$ cat src/rtl/core/cir_pkg.sv
// Shared constants and bundle types for the two-body collision impulse resolver.
// Used by the top level and by the pipelined square-root and divider units.
`default_nettype none
package cir_pkg;

    localparam int NORM_BITS = 30;
    localparam logic [16:0] ELAST_ONE = 17'h10000;

    localparam int SQRT_QW = 32;
    localparam int MASS_QW = 32;
    localparam int NORM_QW = 31;

    typedef struct packed {
        logic               sx;
        logic               sy;
        logic               deg;
        logic signed [32:0] dvx;
        logic signed [32:0] dvy;
        logic [3:0][31:0]   vel;
    } t_ctx;

    typedef struct packed {
        logic [31:0] ma;
        logic [31:0] mb;
        logic [32:0] sum;
    } t_mass;

    typedef struct packed {
        t_ctx        ctx;
        logic [30:0] ux;
        logic [30:0] uy;
    } t_sq_pl;

    typedef struct packed {
        t_ctx        ctx;
        logic [29:0] ra;
        logic [29:0] rb;
        logic [17:0] coeff;
    } t_dv_pl;

endpackage
`default_nettype wire

$ cat src/rtl/core/cir_sqrt.sv
// Pipelined integer square root, one result bit per register stage.
// Carries an opaque side payload alongside; defaults from cir_pkg.
`default_nettype none
module cir_sqrt #(
    parameter int QW = cir_pkg::SQRT_QW,
    parameter int PW = 1
) (
    input  wire logic            i_clk,
    input  wire logic            i_rst_n,
    input  wire logic            i_en,
    input  wire logic            i_valid,
    input  wire logic [2*QW-1:0] i_rad,
    input  wire logic [PW-1:0]   i_pl,
    output logic                 o_valid,
    output logic [QW-1:0]        o_root,
    output logic [PW-1:0]        o_pl
);
    localparam int RW = 2 * QW;

    logic          r_v    [1:QW];
    logic [RW-1:0] r_rem  [1:QW-1];
    logic [QW-1:0] r_root [1:QW];
    logic [PW-1:0] r_pl   [1:QW];

    for (genvar k = 0; k < QW; k++) begin : g_step
        localparam int B = QW - 1 - k;
        logic          v_in;
        logic [RW-1:0] rem_in;
        logic [QW-1:0] root_in;
        logic [PW-1:0] pl_in;
        logic [RW-1:0] trial;
        logic          take;

        if (k == 0) begin : g_first
            assign v_in    = i_valid;
            assign rem_in  = i_rad;
            assign root_in = '0;
            assign pl_in   = i_pl;
        end else begin : g_next
            assign v_in    = r_v[k];
            assign rem_in  = r_rem[k];
            assign root_in = r_root[k];
            assign pl_in   = r_pl[k];
        end

        assign trial = (RW'(root_in) << (B + 1)) | (RW'(1) << (2 * B));
        assign take  = (rem_in >= trial);

        always_ff @(posedge i_clk) begin
            if (!i_rst_n) begin
                r_v[k+1] <= 1'b0;
            end else if (i_en) begin
                r_v[k+1] <= v_in;
            end
        end

        always_ff @(posedge i_clk) begin
            if (i_en) begin
                r_root[k+1] <= root_in | (QW'(take) << B);
                r_pl[k+1]   <= pl_in;
            end
        end

        if (k < QW - 1) begin : g_rem
            always_ff @(posedge i_clk) begin
                if (i_en) begin
                    r_rem[k+1] <= take ? (rem_in - trial) : rem_in;
                end
            end
        end
    end

    assign o_valid = r_v[QW];
    assign o_root  = r_root[QW];
    assign o_pl    = r_pl[QW];

endmodule
`default_nettype wire

$ cat config.mk
export PLATFORM = sky130hd
export DESIGN_NAME = cir_sqrt
export DESIGN_NICKNAME = d
export VERILOG_FILES = /design/src/rtl/core/cir_pkg.sv /design/src/rtl/core/cir_sqrt.sv
export SDC_FILE = /design/constraint.sdc
export NUM_CORES = 2
export LEC_CHECK = 0
export BUFFER_PORTS_ARGS = -buffer_cell sky130_fd_sc_hd__buf_2
export CAP_MARGIN = 10
export CORE_ASPECT_RATIO = 1.1
export CORE_MARGIN = 1
export CORE_UTILIZATION = 28
export DETAILED_ROUTE_END_ITERATION = 8
export GPL_TIMING_DRIVEN = 0
export PLACE_DENSITY = 0.42
export SLEW_MARGIN = 25
export SYNTH_ARGS = -nofsm -noshare
export SYNTH_HDL_FRONTEND = slang
export SYNTH_SLANG_ARGS = --single-unit
$ cat constraint.sdc
create_clock -name i_clk -period 8.7 [get_ports i_clk]
set_input_delay 1.305 -clock i_clk [delete_from_list [all_inputs] [get_ports i_clk]]
set_output_delay 1.305 -clock i_clk [all_outputs]
set_load 0.01 [all_outputs]
==> flow_summary.json <==
{
  "synthTopCellsByArea": "edfxtp_1 (63%), ha_1 (5.7%), xnor2_1 (3.4%)",
  "endpoint_kind": "register",
  "drv_cap": 0,
  "period_share_pct": 59.0,
  "synthAdderAreaFrac_pct": 5.68,
  "floorplan.die_area_um2": 441000,
  "viasPerCell": 4.79,
  "seqPwrFrac_pct": 45.7,
  "slew_viol_final": 0,
  "die_w_um": 634,
  "cts_setup_buffers": 0,
  "ys_seq_area_share_pct": 63.0,
  "dpl_cell_area_um2": 131000,
  "cts_tree": "done",
  "synth_top_family_by_area": "simple AND/OR/NAND/NOR gates",
  "final_cells": 16193,
  "grt.overflow.total": 0,
  "async_reset_ff_share_pct": 0,
  "cts.sinks": 2576,
  "crit_start": "i_en",
  "start_kind": "primary input",
  "synth_common_cells": "edfxtp_1 (2576), inv_1 (728), nor2_1 (622), a21oi_1 (607), nand2_1 (591)",
  "synthesis.nets": 10381,
  "finalWorstSetupSlack_ps": 3560,
  "status": "finished clean",
  "routed_wl_um": 351000,
  "synth_xor_area_share_pct": 6.17,
  "total_power_mw": 37.4,
  "slew-limit-headroom_pct": 19.1,
  "synth_compound_gate_area_share_pct": 9.49,
  "start_util_pct": 28.2,
  "place_inst": 15642,
  "grt_pass1_wl_um": 518000,
  "synth_area_leader_cell": "edfxtp_1",
  "dp.final_hpwl_um": 274000,
  "ys_ff_latch": 2576,
  "die_h_um": 697,
  "grt_max_degree": 143,
  "clockRootBuffer": "clkbuf_16",
  "drc": 0,
  "dpl_worst_slack_ps": 2520,
  "finalHoldViolCount": 0,
  "fin_area_um2": 141000,
  "syn2layout_area_growth_pct": 14.8,
  "grt_setup_unrepaired": "false",
  "synth_cells": 9754,
  "cts-buffers-inserted": 299,
  "synth_cell_types": 88,
  "min_path_type": "register to register",
  "p_per_area_nw_per_um2": 265,
  "required_ps": 9240,
  "fin_tns_setup_ps": 0,
  "synth.avg_cell_area_um2": 12.6,
  "place.port_buffers": 102,
  "ant_nets": 0,
  "antenna_found_initial": 13,
  "via_count": 77593,
  "nets": 10810,
  "ys.flop_type": "edfxtp_1",
  "setup_viol": 0,
  "yosys.area.top_type_share_pct": 63.0,
  "synth_mux_area_share_pct": 0.741,
  "post-route-min-period_ps": 5140,
  "ctsResizeCount": 0,
  "synth.cell_area_um2": 123000,
  "yosys.area_share.simple_pct": 12.0,
  "p_int_mw": 26.1,
  "fillCellCount": 43217,
  "htreeDepth": 5,
  "switching_share_pct": 30.1,
  "track_usage_pct": 15.6,
  "fin_util_pct": 32.3,
  "fmax_mhz": 195,
  "grt_pass1_vias": 80842,
  "cts_buffer_depth": 4,
  "coreArea_um2": 436000,
  "irDropWorstVdd_v": 0.000146,
  "clk_pin_slew_worst_paths_ps": 60,
  "hold-worst-slack_ps": 413,
  "cp_max_fo": 136,
  "p_leak_nw": 51.9,
  "worstHoldStart": "r_pl[0][8]",
  "clock-skew-final_ps": 79.7,
  "dr.pass1.iters": 6,
  "drive_above_1_share_pct": 6.99,
  "io_pins": 103,
  "post-synth-top-count-cell": "edfxtp_1",
  "ys_warn_count": 0,
  "worst-slew-pin-transition_ps": 1200,
  "synth_edf_count": 2576,
  "drtIter0Drc": 5033,
  "crit_arrival_ps": 5680,
  "num_rows": 254,
  "wl_per_cell_um": 21.7,
  "p_sw_mw": 11.3,
  "combPwrFrac_pct": 20.7,
  "pwr-share-clk_pct": 33.6,
  "ctsHoldBuffers": 0,
  "critPathKind": "primary input to register",
  "place.gp.congestion": 0.906,
  "crit-reg2reg-launch": "r_rem[0][1865]",
  "clock_latency_ps": 950
}
-- final timing paths --
kind         cells after the start  slack (ps)              to
min reg2reg                      0         410      r_pl[0][9]
max                              8        3560  r_rem[0][1924]
min                              0         410      r_pl[0][9]
max reg2reg                     12        3610  r_rem[0][1954]
-- cells by family (layout without fill, tap and decap cells) --
kind of cell,count (synthesis),in the layout
other cells,0,24
mux,82,82
flops,2576,2576
compound gates,1875,1875
xor+xnor,865,865
buf+inv,937,1592
fa+ha+maj,558,558
simple gates,2861,2861
-- routing by layer --
layer	part of all wire, %	GRT usage [%]	routed length, µm	vias up
li1	-	-	-	37423
met1	38	16.4	134000	38083
met2	55	30.8	192000	1491
met3	3.0	1.87	10400	596
met4	4.4	6.39	15500	0
met5	0	0	0	-
-- worst max-delay path, stage by stage --
cell	delay [ps]
buf_12	310
buf_16	430
buf_16	500
buf_16	460
buf_16	420
buf_16	460
buf_16	410
buf_16	480
-- placed cells by master, fill, tap and decap left out, drive strengths merged, types with 45 or more instances in the layout --
cell type	instances
a21o	264
a21oi	607
a31oi	45
and3	78
buf	167
clkbuf	526
clkinv	105
edfxtp	2576
ha	558
inv	748
mux2	71
nand2	591
nand2b	104
nand3	165
nand4	168
nor2	622
nor2b	81
nor3	281
nor4	348
nor4b	45
o21a	116
o21ai	447
o21bai	71
or3	122
or4	68
xnor2	472
xor2	393
-- layout make-up --
type                    instances  area (µm²)  share of cell area [%]
diodes                         24        60.1                  0.0426
flip-flops and latches       2576       77400                    54.9
clock inverters               167        1860                    1.32
multi-input cells            6241       42000                    29.8
inverters                     731        2740                    1.95
plain buffers                 206         810                   0.574
clock buffers                 360        7840                    5.56
repair buffers                128        1140                   0.806
well taps                    5760        7210                    5.11
-- power by group through the flow --
stage / logic, mW / registers [mW] / clock network [mW]
5_1_grt: 8.57 / 17.2 / 13.4
2_1_floorplan: 5.44 / 16.6 / 0
3_3_place_gp: 7.67 / 18.4 / 0
4_1_cts: 7.77 / 17.1 / 13.0
3_5_place_dp: 7.72 / 17.4 / 0
6_report: 7.73 / 17.1 / 12.6
-- sequential cells by signal, summed over array words and instances, names as in the netlist --
signal,cells
r_rem,1984
r_root,528
r_pl,32
r_v,32
Note: power is estimated with default switching activity, not from simulation.
